`src/rtl/core/fsmc_pkg.sv`:
```
package fsmc_pkg;

  localparam int DATA_DEPTH_DEF   = 16;
  localparam int RETURN_DEPTH_DEF = 16;
  localparam int CELL_BITS_DEF    = 32;
  localparam int FRAME_CELLS      = 3;
  localparam int MUL_CHUNK        = 16;
  localparam int TAP_COUNT        = 5;

  typedef enum logic [4:0] {
    CMD_LIT    = 5'd0,
    CMD_ADD    = 5'd1,
    CMD_SUB    = 5'd2,
    CMD_MUL    = 5'd3,
    CMD_DIV    = 5'd4,
    CMD_EQ     = 5'd5,
    CMD_NE     = 5'd6,
    CMD_LT     = 5'd7,
    CMD_LE     = 5'd8,
    CMD_GT     = 5'd9,
    CMD_GE     = 5'd10,
    CMD_MIN    = 5'd11,
    CMD_MAX    = 5'd12,
    CMD_DUP    = 5'd13,
    CMD_DROP   = 5'd14,
    CMD_SWAP   = 5'd15,
    CMD_OVER   = 5'd16,
    CMD_TO_R   = 5'd17,
    CMD_R_FROM = 5'd18,
    CMD_I      = 5'd19,
    CMD_J      = 5'd20,
    CMD_UNLOOP = 5'd21
  } cmd_t;

  typedef enum logic [2:0] {
    STAT_OK      = 3'd0,
    STAT_DUNDER  = 3'd1,
    STAT_DOVER   = 3'd2,
    STAT_DIVZERO = 3'd3,
    STAT_RUNDER  = 3'd4,
    STAT_ROVER   = 3'd5
  } status_t;

  typedef enum logic [1:0] {
    S_IDLE,
    S_CALC,
    S_RESP
  } state_t;

  typedef enum logic [2:0] {
    SO_HOLD,
    SO_PUSH,
    SO_POP,
    SO_POP3,
    SO_REPLACE,
    SO_SWAP
  } stk_op_t;

  typedef enum logic [2:0] {
    CS_HOLD,
    CS_UP,
    CS_DOWN,
    CS_DOWN3,
    CS_LOAD
  } cell_sel_t;

  typedef struct packed {
    logic start;
    logic is_div;
  } arith_ctl_t;

  typedef struct packed {
    logic [2:0] dneed;
    logic [2:0] rneed;
    logic       dgrow;
    logic       rgrow;
  } need_t;

  typedef struct packed {
    logic        [4:0]  command;
    logic signed [31:0] literal_value;
  } in_req_t;

  typedef struct packed {
    logic signed [31:0] top_value;
    logic        [4:0]  data_depth;
    logic        [4:0]  return_depth;
    logic        [2:0]  status;
  } out_rsp_t;

  function automatic need_t cmd_need(logic [4:0] cmd);
    need_t n;
    n = '0;
    case (cmd) inside
      [CMD_ADD:CMD_MAX]: n.dneed = 3'd2;
      CMD_LIT:    n.dgrow = 1'b1;
      CMD_DUP:    begin n.dneed = 3'd1; n.dgrow = 1'b1; end
      CMD_DROP:   n.dneed = 3'd1;
      CMD_SWAP:   n.dneed = 3'd2;
      CMD_OVER:   begin n.dneed = 3'd2; n.dgrow = 1'b1; end
      CMD_TO_R:   begin n.dneed = 3'd1; n.rgrow = 1'b1; end
      CMD_R_FROM: begin n.rneed = 3'd1; n.dgrow = 1'b1; end
      CMD_I:      begin n.rneed = 3'd2; n.dgrow = 1'b1; end
      CMD_J:      begin n.rneed = 3'd5; n.dgrow = 1'b1; end
      CMD_UNLOOP: n.rneed = 3'(FRAME_CELLS);
      default:    n = '0;
    endcase
    return n;
  endfunction

endpackage

```
`src/rtl/core/fsmc_cell.sv`:
```
module fsmc_cell import fsmc_pkg::*; #(
  parameter int W = CELL_BITS_DEF
) (
  input  logic         clk,
  input  cell_sel_t    sel_i,
  input  logic [W-1:0] up_i,
  input  logic [W-1:0] dn_i,
  input  logic [W-1:0] dn3_i,
  input  logic [W-1:0] ld_i,
  output logic [W-1:0] q_o
);

  logic [W-1:0] q_r;
  logic [W-1:0] q_nxt;

  always_comb begin
    case (sel_i)
      CS_UP:    q_nxt = up_i;
      CS_DOWN:  q_nxt = dn_i;
      CS_DOWN3: q_nxt = dn3_i;
      CS_LOAD:  q_nxt = ld_i;
      default:  q_nxt = q_r;
    endcase
  end

  always_ff @(posedge clk) begin
    q_r <= q_nxt;
  end

  assign q_o = q_r;

endmodule

```
`src/rtl/core/fsmc_stack.sv`:
```
module fsmc_stack import fsmc_pkg::*; #(
  parameter int DEPTH = DATA_DEPTH_DEF,
  parameter int W     = CELL_BITS_DEF
) (
  input  logic         clk,
  input  stk_op_t      op_i,
  input  logic [W-1:0] wdata_i,
  output logic [W-1:0] tap_o [TAP_COUNT]
);

  logic [W-1:0] val  [DEPTH];
  cell_sel_t    sel  [DEPTH];

  for (genvar k = 0; k < DEPTH; k++) begin : g_cell
    logic [W-1:0] up_v;
    logic [W-1:0] dn_v;
    logic [W-1:0] dn3_v;
    logic [W-1:0] ld_v;

    if (k == 0) begin : g_up_top
      assign up_v = wdata_i;
    end else begin : g_up_mid
      assign up_v = val[k-1];
    end

    if (k + 1 < DEPTH) begin : g_dn
      assign dn_v = val[k+1];
    end else begin : g_dn_end
      assign dn_v = '0;
    end

    if (k + 3 < DEPTH) begin : g_dn3
      assign dn3_v = val[k+3];
    end else begin : g_dn3_end
      assign dn3_v = '0;
    end

    if (k == 1) begin : g_ld_swap
      assign ld_v = val[0];
    end else begin : g_ld
      assign ld_v = wdata_i;
    end

    always_comb begin
      unique case (op_i)
        SO_HOLD:    sel[k] = CS_HOLD;
        SO_PUSH:    sel[k] = CS_UP;
        SO_POP:     sel[k] = CS_DOWN;
        SO_POP3:    sel[k] = CS_DOWN3;
        SO_REPLACE: sel[k] = (k == 0) ? CS_LOAD : CS_DOWN;
        SO_SWAP:    sel[k] = (k < 2) ? CS_LOAD : CS_HOLD;
        default:    sel[k] = CS_HOLD;
      endcase
    end

    fsmc_cell #(.W(W)) u_cell (
      .clk   (clk),
      .sel_i (sel[k]),
      .up_i  (up_v),
      .dn_i  (dn_v),
      .dn3_i (dn3_v),
      .ld_i  (ld_v),
      .q_o   (val[k])
    );
  end

  for (genvar t = 0; t < TAP_COUNT; t++) begin : g_tap
    if (t < DEPTH) begin : g_live
      assign tap_o[t] = val[t];
    end else begin : g_none
      assign tap_o[t] = '0;
    end
  end

endmodule

```
`src/rtl/core/fsmc_arith.sv`:
```
module fsmc_arith import fsmc_pkg::*; #(
  parameter int CELL_BITS = CELL_BITS_DEF
) (
  input  logic                 clk,
  input  logic                 rst_n,
  input  arith_ctl_t           ctl_i,
  input  logic [CELL_BITS-1:0] a_i,
  input  logic [CELL_BITS-1:0] b_i,
  output logic                 done_o,
  output logic [CELL_BITS-1:0] result_o
);

  localparam int CW        = CELL_BITS;
  localparam int MUL_STEPS = (CW + MUL_CHUNK - 1) / MUL_CHUNK;
  localparam int CNTW      = $clog2(CW + 1);

  logic            busy_r, busy_nxt;
  logic            div_r, div_nxt;
  logic            neg_r, neg_nxt;
  logic [CNTW-1:0] cnt_r, cnt_nxt;
  logic [CW-1:0]   x_r, x_nxt;
  logic [CW-1:0]   y_r, y_nxt;
  logic [CW-1:0]   z_r, z_nxt;

  logic [CW-1:0]           mag_a, mag_b;
  logic [CW+MUL_CHUNK-1:0] prod;
  logic [CW:0]             sh, trial;

  // x: multiplicand / dividend-quotient, y: multiplier / divisor, z: acc / remainder
  assign mag_a = a_i[CW-1] ? -a_i : a_i;
  assign mag_b = b_i[CW-1] ? -b_i : b_i;
  assign prod  = x_r * y_r[MUL_CHUNK-1:0];
  assign sh    = {z_r, x_r[CW-1]};
  assign trial = sh - {1'b0, y_r};

  always_comb begin
    busy_nxt = busy_r;
    div_nxt  = div_r;
    neg_nxt  = neg_r;
    cnt_nxt  = cnt_r;
    x_nxt    = x_r;
    y_nxt    = y_r;
    z_nxt    = z_r;
    if (ctl_i.start) begin
      busy_nxt = 1'b1;
      div_nxt  = ctl_i.is_div;
      z_nxt    = '0;
      if (ctl_i.is_div) begin
        cnt_nxt = CNTW'(CW);
        x_nxt   = mag_a;
        y_nxt   = mag_b;
        neg_nxt = a_i[CW-1] ^ b_i[CW-1];
      end else begin
        cnt_nxt = CNTW'(MUL_STEPS);
        x_nxt   = a_i;
        y_nxt   = b_i;
      end
    end else if (busy_r) begin
      if (cnt_r == '0) begin
        busy_nxt = 1'b0;
      end else begin
        cnt_nxt = cnt_r - 1'b1;
        if (div_r) begin
          x_nxt = {x_r[CW-2:0], ~trial[CW]};
          z_nxt = trial[CW] ? sh[CW-1:0] : trial[CW-1:0];
        end else begin
          z_nxt = z_r + prod[CW-1:0];
          x_nxt = x_r << MUL_CHUNK;
          y_nxt = y_r >> MUL_CHUNK;
        end
      end
    end
  end

  always_ff @(posedge clk) begin
    if (!rst_n) begin
      busy_r <= 1'b0;
    end else begin
      busy_r <= busy_nxt;
    end
    div_r <= div_nxt;
    neg_r <= neg_nxt;
    cnt_r <= cnt_nxt;
    x_r   <= x_nxt;
    y_r   <= y_nxt;
    z_r   <= z_nxt;
  end

  assign done_o   = busy_r && (cnt_r == '0);
  assign result_o = div_r ? (neg_r ? -x_r : x_r) : z_r;

endmodule

```
`src/rtl/core/forth_stack_machine_core.sv`:
```
// Dual-stack machine core: one stack opcode per request on a data stack and a
// return stack, each a chain of shift cells whose top entries are read at fixed
// taps. A request is accepted when idle; unless it starts a multiply or divide,
// its response is shown the next cycle. Only one request is in flight: a new one
// is taken only after the last response is taken. Multiply runs through the
// shared iterative unit at 16 multiplier bits a step; divide retires one quotient
// bit a step. A fault (underflow, overflow, divide by zero) leaves both stacks
// untouched and is reported in status. Stack contents are not cleared at reset;
// only the depths are.
module forth_stack_machine_core import fsmc_pkg::*; #(
  parameter int DATA_DEPTH   = DATA_DEPTH_DEF,
  parameter int RETURN_DEPTH = RETURN_DEPTH_DEF,
  parameter int CELL_BITS    = CELL_BITS_DEF
) (
  input  logic     clk,
  input  logic     rst_n,
  input  logic     in_valid,
  output logic     in_ready,
  input  in_req_t  in_req,
  output logic     out_valid,
  input  logic     out_ready,
  output out_rsp_t out_rsp
);

  localparam int CW  = CELL_BITS;
  localparam int DPW = $clog2(DATA_DEPTH + 1);
  localparam int RPW = $clog2(RETURN_DEPTH + 1);

  state_t         state_r, state_nxt;
  logic [DPW-1:0] dp_r, dp_nxt;
  logic [RPW-1:0] rp_r, rp_nxt;
  status_t        status_r, status_nxt;

  logic [CW-1:0] dtap [TAP_COUNT];
  logic [CW-1:0] rtap [TAP_COUNT];
  logic [CW-1:0] a_v, b_v;

  stk_op_t       dop, rop, dec_dop, dec_rop;
  logic [CW-1:0] dwd, rwd, dec_dwd, dec_rwd;

  need_t         nd;
  status_t       fault;
  logic          legal, exec, use_arith;
  logic          dec_dinc, dec_ddec, dec_rinc, dec_rdec, dec_rdec3;
  logic          accept;

  arith_ctl_t    actl;
  logic          arith_done;
  logic [CW-1:0] arith_res;

  logic [CW+31:0]  lit_ext;
  logic [CW-1:0]   lit_cell;
  logic [CW+31:0]  top_ext;
  logic [DPW+4:0]  dp_ext;
  logic [RPW+4:0]  rp_ext;
  logic            lt_ab, lt_ba;

  assign a_v      = dtap[1];
  assign b_v      = dtap[0];
  assign lit_ext  = {{CW{in_req.literal_value[31]}}, in_req.literal_value};
  assign lit_cell = lit_ext[CW-1:0];
  assign lt_ab    = $signed(a_v) < $signed(b_v);
  assign lt_ba    = $signed(b_v) < $signed(a_v);
  assign accept   = in_valid && in_ready;

  // fault checks in priority order
  always_comb begin
    nd    = cmd_need(in_req.command);
    legal = in_req.command <= CMD_UNLOOP;
    fault = STAT_OK;
    if (!legal) begin
      fault = STAT_OK;
    end else if (dp_r < DPW'(nd.dneed)) begin
      fault = STAT_DUNDER;
    end else if (rp_r < RPW'(nd.rneed)) begin
      fault = STAT_RUNDER;
    end else if (nd.dgrow && (dp_r >= DPW'(DATA_DEPTH))) begin
      fault = STAT_DOVER;
    end else if (nd.rgrow && (rp_r >= RPW'(RETURN_DEPTH))) begin
      fault = STAT_ROVER;
    end else if ((in_req.command == CMD_DIV) && (b_v == '0)) begin
      fault = STAT_DIVZERO;
    end
    exec = legal && (fault == STAT_OK);
  end

  always_comb begin
    dec_dop   = SO_HOLD;
    dec_rop   = SO_HOLD;
    dec_dwd   = '0;
    dec_rwd   = '0;
    dec_dinc  = 1'b0;
    dec_ddec  = 1'b0;
    dec_rinc  = 1'b0;
    dec_rdec  = 1'b0;
    dec_rdec3 = 1'b0;
    use_arith = 1'b0;
    case (in_req.command) inside
      CMD_LIT: begin dec_dop = SO_PUSH; dec_dwd = lit_cell; dec_dinc = 1'b1; end
      CMD_ADD: begin dec_dop = SO_REPLACE; dec_dwd = a_v + b_v; dec_ddec = 1'b1; end
      CMD_SUB: begin dec_dop = SO_REPLACE; dec_dwd = a_v - b_v; dec_ddec = 1'b1; end
      CMD_MUL, CMD_DIV: use_arith = 1'b1;
      [CMD_EQ:CMD_MAX]: begin
        dec_dop  = SO_REPLACE;
        dec_ddec = 1'b1;
        case (in_req.command)
          CMD_EQ:  dec_dwd = (a_v == b_v) ? '1 : '0;
          CMD_NE:  dec_dwd = (a_v != b_v) ? '1 : '0;
          CMD_LT:  dec_dwd = lt_ab ? '1 : '0;
          CMD_LE:  dec_dwd = !lt_ba ? '1 : '0;
          CMD_GT:  dec_dwd = lt_ba ? '1 : '0;
          CMD_GE:  dec_dwd = !lt_ab ? '1 : '0;
          CMD_MIN: dec_dwd = lt_ba ? b_v : a_v;
          default: dec_dwd = lt_ab ? b_v : a_v;
        endcase
      end
      CMD_DUP:  begin dec_dop = SO_PUSH; dec_dwd = b_v; dec_dinc = 1'b1; end
      CMD_DROP: begin dec_dop = SO_POP; dec_ddec = 1'b1; end
      CMD_SWAP: begin dec_dop = SO_SWAP; dec_dwd = a_v; end
      CMD_OVER: begin dec_dop = SO_PUSH; dec_dwd = a_v; dec_dinc = 1'b1; end
      CMD_TO_R: begin
        dec_dop  = SO_POP;
        dec_ddec = 1'b1;
        dec_rop  = SO_PUSH;
        dec_rwd  = b_v;
        dec_rinc = 1'b1;
      end
      CMD_R_FROM: begin
        dec_dop  = SO_PUSH;
        dec_dwd  = rtap[0];
        dec_dinc = 1'b1;
        dec_rop  = SO_POP;
        dec_rdec = 1'b1;
      end
      CMD_I:      begin dec_dop = SO_PUSH; dec_dwd = rtap[1]; dec_dinc = 1'b1; end
      CMD_J:      begin dec_dop = SO_PUSH; dec_dwd = rtap[4]; dec_dinc = 1'b1; end
      CMD_UNLOOP: begin dec_rop = SO_POP3; dec_rdec3 = 1'b1; end
      default:    use_arith = 1'b0;
    endcase
  end

  // next state
  always_comb begin
    state_nxt = state_r;
    unique case (state_r)
      S_IDLE: if (accept) state_nxt = (exec && use_arith) ? S_CALC : S_RESP;
      S_CALC: if (arith_done) state_nxt = S_RESP;
      S_RESP: if (out_ready) state_nxt = S_IDLE;
      default: state_nxt = S_IDLE;
    endcase
  end

  // outputs and stack control
  always_comb begin
    in_ready   = 1'b0;
    out_valid  = 1'b0;
    dop        = SO_HOLD;
    rop        = SO_HOLD;
    dwd        = dec_dwd;
    rwd        = dec_rwd;
    dp_nxt     = dp_r;
    rp_nxt     = rp_r;
    status_nxt = status_r;
    actl       = '0;
    unique case (state_r)
      S_IDLE: begin
        in_ready = 1'b1;
        if (in_valid) begin
          status_nxt  = fault;
          actl.start  = exec && use_arith;
          actl.is_div = in_req.command == CMD_DIV;
          if (exec && !use_arith) begin
            dop = dec_dop;
            rop = dec_rop;
            if (dec_dinc) dp_nxt = dp_r + 1'b1;
            if (dec_ddec) dp_nxt = dp_r - 1'b1;
            if (dec_rinc) rp_nxt = rp_r + 1'b1;
            if (dec_rdec) rp_nxt = rp_r - 1'b1;
            if (dec_rdec3) rp_nxt = rp_r - RPW'(FRAME_CELLS);
          end
        end
      end
      S_CALC: begin
        if (arith_done) begin
          dop    = SO_REPLACE;
          dwd    = arith_res;
          dp_nxt = dp_r - 1'b1;
        end
      end
      S_RESP: out_valid = 1'b1;
      default: out_valid = 1'b0;
    endcase
  end

  always_ff @(posedge clk) begin
    if (!rst_n) begin
      state_r  <= S_IDLE;
      dp_r     <= '0;
      rp_r     <= '0;
      status_r <= STAT_OK;
    end else begin
      state_r  <= state_nxt;
      dp_r     <= dp_nxt;
      rp_r     <= rp_nxt;
      status_r <= status_nxt;
    end
  end

  fsmc_stack #(.DEPTH(DATA_DEPTH), .W(CW)) u_dstack (
    .clk     (clk),
    .op_i    (dop),
    .wdata_i (dwd),
    .tap_o   (dtap)
  );

  fsmc_stack #(.DEPTH(RETURN_DEPTH), .W(CW)) u_rstack (
    .clk     (clk),
    .op_i    (rop),
    .wdata_i (rwd),
    .tap_o   (rtap)
  );

  fsmc_arith #(.CELL_BITS(CW)) u_arith (
    .clk      (clk),
    .rst_n    (rst_n),
    .ctl_i    (actl),
    .a_i      (a_v),
    .b_i      (b_v),
    .done_o   (arith_done),
    .result_o (arith_res)
  );

  assign top_ext = {32'b0, dtap[0]};
  assign dp_ext  = {5'b0, dp_r};
  assign rp_ext  = {5'b0, rp_r};

  assign out_rsp.top_value    = (dp_r == '0) ? '0 : top_ext[31:0];
  assign out_rsp.data_depth   = dp_ext[4:0];
  assign out_rsp.return_depth = rp_ext[4:0];
  assign out_rsp.status       = status_r;

`ifndef SYNTHESIS
  a_depth_bound: assert property (@(posedge clk) disable iff (!rst_n)
    (dp_r <= DPW'(DATA_DEPTH)) && (rp_r <= RPW'(RETURN_DEPTH)))
    else $error("stack depth beyond capacity");

  a_fault_holds: assert property (@(posedge clk) disable iff (!rst_n)
    (accept && (fault != STAT_OK)) |=> ($stable(dp_r) && $stable(rp_r)))
    else $error("faulting request changed a depth");

  a_done_in_calc: assert property (@(posedge clk) disable iff (!rst_n)
    arith_done |-> (state_r == S_CALC))
    else $error("arith completion outside calc state");

  a_one_in_flight: assert property (@(posedge clk) disable iff (!rst_n)
    out_valid |-> !in_ready)
    else $error("request taken while response pending");
`endif

endmodule

```
`config.mk`:
```
export PLATFORM = sky130hd
export DESIGN_NAME = forth_stack_machine_core
export DESIGN_NICKNAME = d
export VERILOG_FILES = /design/src/rtl/core/fsmc_pkg.sv /design/src/rtl/core/fsmc_cell.sv /design/src/rtl/core/fsmc_stack.sv /design/src/rtl/core/fsmc_arith.sv /design/src/rtl/core/forth_stack_machine_core.sv
export SDC_FILE = /design/constraint.sdc
export NUM_CORES = 2
export LEC_CHECK = 0
export BUFFER_PORTS_ARGS = -buffer_cell sky130_fd_sc_hd__buf_2
export CAP_MARGIN = 0
export CORE_ASPECT_RATIO = 1.75
export CORE_UTILIZATION = 50
export CTS_CLUSTER_SIZE = 24
export DETAILED_ROUTE_END_ITERATION = 8
export GPL_ROUTABILITY_DRIVEN = 1
export PLACE_DENSITY = 0.69
export SYNTH_ARGS = -nofsm -noshare
export SYNTH_HDL_FRONTEND = slang
export SYNTH_HIERARCHICAL = 1
export SYNTH_SLANG_ARGS = --single-unit
```
`constraint.sdc`:
```
create_clock -name clk -period 12.39 [get_ports clk]
set_input_delay 2.478 -clock clk [delete_from_list [all_inputs] [get_ports clk]]
set_output_delay 2.478 -clock clk [all_outputs]
set_load 0.1 [all_outputs]
```
* After elaboration in Yosys (flattened, before gate mapping)
Index checks and enable logic that the tools add are counted.
** Word-level totals
- Bits in registers :: 1144
- Input port bits :: 41
- Output and inout bits :: 47
- Logic and storage cells :: 417
** Operators by class
- $add $sub $neg :: 13
- $mul :: 1
- Order comparisons :: 10
- Equality and inequality tests :: 66
- Mux-type cells :: 234
- Bitwise operators :: 3
- Reductions and logical operators :: 47
** Operator list (number)
- $pmux 32 s4 :: 26
- $mux 32 :: 50
- $pmux 32 s3 :: 6
- $pmux 32 s7 :: 1
- $mux 3 :: 51
- $neg 32->32 :: 3
- $mux 1 :: 71
- $add 32x32->32 :: 2
- $lt 32x32->1 :: 2
- $eq 3x2->1 const B :: 16
- $pmux 3 s4 :: 4
- $mux 5 :: 8
- $eq 5x4->1 const B :: 7
- $sub 33x32->33 :: 1
- $eq 32x32->1 :: 1
- $logic_not 32->1 :: 1
- $mul 32x16->32 :: 1
- $ne 32x32->1 :: 1
- $sub 32x32->32 :: 1
- $eq 3x3->1 const B :: 10
- $eq 5x5->1 const B :: 6
- $eq 3x1->1 const B :: 8
- $mux 6 :: 4
- $reduce_or 2->1 :: 11
- other kinds (36) :: 82

* Depth between registers and ports, before layout
- Depth in word-level cells :: 28
- Gate-level depth with buffers :: 26
- Depth with buffers taken out :: 24

* By module
The synthesis kept the hierarchy.
** By module, submodules not included
- fsmc_cell :: instances 32, cells an instance 147, area an instance 1905.6 sq um, seq. area each 960.9 sq um
- fsmc_arith :: instances 1, cells an instance 2578, area an instance 21169.1 sq um, seq. area each 2822.7 sq um
- forth_stack_machine_core :: instances 1, cells an instance 1535, area an instance 9386.5 sq um, seq. area each 300.3 sq um
- fsmc_stack :: instances 2, cells an instance 10, area an instance 56.3 sq um, seq. area each 0.0 sq um

* Worst setup path before layout
OpenSTA, ideal clock, no wires.
- Path kind :: input port to flip-flop
- Start :: input port in_req[34] (netlist name)
- End :: register u_dstack.g_cell[10].u_cell.q_r[0] (enable)
- Setup time :: 0.436 ns
- Arrival time :: 8.470 ns
- Data required time :: 11.954 ns
- Slack :: 3.484 ns
- Cell stages on the path :: 17
- Buffers on the path :: 4
- Cells stage by stage :: clkbuf_1 clkbuf_1 nand2_1 nor2_1 clkbuf_1 clkbuf_1 inv_1 ha_1 a2111oi_1 a21oi_1 and4_1 nand2_1 o21ai_0 nor2b_1 a21o_1 nor2_4 xnor2_1
** RTL lines
- from (decl) :: RTL line forth_stack_machine_core.sv:19 : input in_req_t in_req,
- to (signal assigned) :: RTL line fsmc_cell.sv:27 : q_r <= q_nxt;
- to (decl) :: RTL line fsmc_cell.sv:13 : logic [W-1:0] q_r;

==> metrics.md <==
| Metric | Value |
|---|---|
| Syn avg cell area | between 10 and 15 um^2 |
| HP Class | flip-flop to flip-flop |
| Post-route minimum period | approximately 8 ns |
| DR iter-0 viols | about 8000 |
| Yosys reg bits | about 1100 |
| Power Density | ~150 mW/mm^2 |
| Failing checks | capacitance limit, slew limit |
| # Post-CTS Setup Buffers | 0 |
| Most common cell on crit path | o21ai_1 |
| Sequential power share | a little under two fifths |
| First-pass GRT wire length | ~500000 um |
| CP max-delay cell | nor2b_4 |
| I/O Pins | a little under 90 |
| GP Congestion | ~1.1 |
| EDFF count, synth | about 1100 |
| Synthesized area | 0.0916 mm^2 |
| Routed Antenna Nets | 0 |
| GRT overflow | 0 |
| Die W | ~330 um |
| Final Instance Area | between 0.09 and 0.1 mm^2 |
| RR Startpoint | u_arith/y_r[1] |
| WP buf/inv | 3 |
| Share of cells above drive strength 1 | under 10% |
| Reg2reg end | u_arith/z_r[30] |
| Setup_tns | 0 ns |
| Chip height | ~570 um |
| Vias | ~75000 |
| CP Capture Type | flip-flop |
| Status | finished with violations |
| Root buf cell | clkbuf_16 |
| Synth cell types | between 100 and 150 |
| Avg Vias per Cell | 6.55 |
| Fraction of registers with async set/reset | 0% |
| Top sig layer | met5 |
| Clk_lat worst skew | between 0.8 and 0.9 ns |
| Setup CP Type | input pin to flip-flop |
| Starting density of the core | between 50% and 60% |
| Relative slew slack | -36.6% |
| CTS tree | built |
| VDD IR max | 0.146 mV |
| PortBufs | 87 |
| Clock Skew | 0.0700 ns |
| WHS Endpoint | state_r[1] |
| Num rows | between 200 and 250 |
| Internal Power | around 9.3 mW |
| Sinks on the clock net | about 1100 |
| Number of global-route vias before repair | about 74000 |
| Cts hold-fix bufs | 0 |
| DP Area | between 0.09 and 0.1 mm^2 |
| Layout Area Growth over Synthesis | 7.72% |
| Slew Viols, Final | 415 |
| Fin util | 54.3% |
| Worst path required time | around 13 ns |
| CTS resizes | 0 |
| Antenna violations before repair | 43 |
| Max_cap viols | 5 |
| Leakage power | about 34 nW |
| Met3 WL post-DR | slightly above 30000 um |
| RSZ-0062 raised after global routing | no |
| Psw | between 5 and 6 mW |
| Startpoint class of the critical path | input pin |
| 1st-pass router iterations | 8 |
| Clock transition at path regs | ~0.07 ns |
| Setup violators final | 0 |
| Worst slew pin tran | just over 2 ns |
| CTS buffer count | between 100 and 150 |
| Critical path's top delay family | compound AO/OA/AOI/OAI gates |
| DRC Markers | 0 |
| Nets@finish | between 9000 and 10000 |
| Clock share of power | about a quarter |
| Tcrit/Tclk final | between 60 and 70% |
| Main flop type after synthesis | edfxtp_1 |
| Total die area | 0.185 mm^2 |
| Sw Share | between 30% and 40% |
| Final Hold Fails | 0 |
| Wire length per cell | approximately 30 um |
| Longest Clk Path Bufs | 3 |
| Total track usage | a little over a third |
| R2r setup slk | about 4.8 ns |
| Syn Inst Count | 8837 |
| Crit-path max cell delay | ~0.95 ns |
| Hold Path Cell Cnt | 2 |
| Metal-1 WL | ~120000 um |
| Met2 WL | about 160000 um |
| HPWL Detailed | between 200000 and 250000 um |
| Sequential area share after synthesis | between 30% and 40% |
| Ys Warns | 6 |
| Hold path start | state_r[0] |
| CORE AREA | ~0.18 mm^2 |
| Largest net degree at the start of global routing | 152 |
| Routed wire length | ~340000 um |
| Htree depth | 3 |
| Max Clk Rate | 124 MHz |
| CP arrival | roughly 8.7 ns |
| Highest net fanout along the worst path | 38 |
| R2r worst-path depth | 21 |
| Cell Chain, Critical Path | buf_2 > inv_1 > buf_4 > and3_1 > o21ai_0 > o221ai_1 > ha_1 > o21ai_1 > a21boi_1 > and4_1 > nand2_1 > o21ai_1 > and2b_4 > a21o_2 > nor2b_4 > a21o_4 > o221a_1 |
| Combinational fraction of design power | 37.4% |
[cell families (layout without fill, tap and decap cells)]
logic type,count (synthesis),after routing,synth area share [%]
mux,1057,1057,11.6
simple gates,2442,2442,11.6
flops,1144,1144,37.0
buf+inv,1327,1147,7.13
xor+xnor,223,223,2.14
compound gates,2095,2095,20.4
fa+ha+maj,546,546,10.2
other cells,3,386,0.0123
[worst register-to-register path, stage by stage (launching register included)]
cell and delay (ns):
edfxtp_1 0.85, buf_4 0.41, nand2_1 0.12, fa_1 0.55, fa_1 0.45, fa_1 0.51, inv_1 0.05, fa_1 0.48
fa_1 0.55, inv_1 0.06, fa_1 0.55, inv_1 0.05, ha_1 0.34, a21oi_1 0.37, nand2_1 0.12, a311oi_1 0.74
nor4b_1 0.21, o21ai_0 0.47, nand3_1 0.11, o21ai_0 0.11, nor3_1 0.08, a221oi_1 0.29
[per-stage QoR]
stage	total power, mW	cells	setup WS (ns)	hold WS [ns]
floorplan	9.57	9207	3.48	0.477
detailed placement	11.1	11200	3.30	0.549
global route	15.7	11400	4.14	0.562
CTS	14.8	11400	4.08	0.516
finish	15.0	11400	4.33	0.529
global placement	10.9	11200	3.40	0.538
[cell type report]
| cell class | count | area (um^2) |
|---|---|---|
| fill | 16200 | 83100 |
| clock inverter | 90 | 996 |
| tap | 2403 | 3010 |
| antenna | 13 | 32.5 |
| inverter | 623 | 2340 |
| clock buffer | 124 | 2910 |
| sequential | 1144 | 33900 |
| timing repair buffer | 310 | 2170 |
| multi-input combinational | 6736 | 53400 |
[cells in the mapped netlist, drive strengths merged, types with 73 or more instances]
master  number  area (um^2)
nand2     1564         5870
edfxtp    1096        32900
mux2i     1055        10600
o221a     1026        11600
inv        620         2330
buf        405         2830
nor2       388         1700
fa         338         6770
a21oi      311         1570
clkbuf     299         1360
o21ai      267         1340
ha         208         2600
and2       145          907
xnor2      143         1260
nor3        84          420
xor2        80          701
a21o        73          788
[worst max-delay path by stage]
stage                     slack, ns                                  to  startpoint  cells past startpoint
final                          4.33    u_dstack/g_cell[3].u_cell/q_o[7]  in_req[32]                     17
after global routing           4.14   u_dstack/g_cell[10].u_cell/q_o[7]  in_req[32]                     17
after CTS                      4.08   u_dstack/g_cell[6].u_cell/q_o[28]  in_req[32]                     17
after detailed placement       3.30   u_dstack/g_cell[6].u_cell/q_o[21]  in_req[32]                     17
after global placement         3.40  u_dstack/g_cell[10].u_cell/q_o[21]  in_req[32]                     17
after floorplan                3.48   u_dstack/g_cell[10].u_cell/q_o[0]  in_req[34]                     17
[per-layer routing]
metal,vias up,global-route usage [%]
met3,1372,8.93
met1,36700,38.9
met5,-,0
met4,40,29.4
met2,4308,59.8
li1,32600,-
[power groups by stage]
stage	Combinational (mW)	Sequential [mW]	Clock [mW]
after floorplan	4.12	5.45	0
after detailed placement	5.38	5.69	0
after global routing	6.10	5.69	3.89
final	5.60	5.64	3.73
after CTS	5.42	5.61	3.76
after global placement	5.26	5.66	0
[cells in the final DEF (no fill, tap or decap), types with 45 or more instances in the layout]
cell type | netlist | routed
a211oi_1 | 51 | 50
a21oi_1 | 308 | 306
and2_1 | 145 | 143
buf_2 | 153 | 87
buf_4 | 37 | 217
clkbuf_16 | 0 | 115
conb_1 | 3 | 373
dfxtp_1 | 48 | 48
edfxtp_1 | 1096 | 1096
fa_1 | 338 | 338
ha_1 | 208 | 208
inv_1 | 619 | 619
mux2i_1 | 1054 | 1054
nand2_1 | 1564 | 1561
nor2_1 | 355 | 342
nor3_1 | 84 | 45
o211ai_1 | 50 | 50
o21ai_0 | 212 | 210
o21ai_1 | 53 | 54
o221a_1 | 1024 | 1024
xnor2_1 | 142 | 110
xor2_1 | 80 | 80
[registers in the layout, summed over array words and instances (netlist names)]
register	cells
dp_r	5
u_rstack/g_cell.u_cell/q_o	512
u_arith/y_r	32
rp_r	5
u_arith/z_r	32
status_r	3
u_arith/x_r	32
u_arith/div_r	1
u_arith/cnt_r	6
u_arith/busy_r	1
u_arith/neg_r	1
state_r	2
u_dstack/g_cell.u_cell/q_o	512
(Power assumes the default switching activity.)
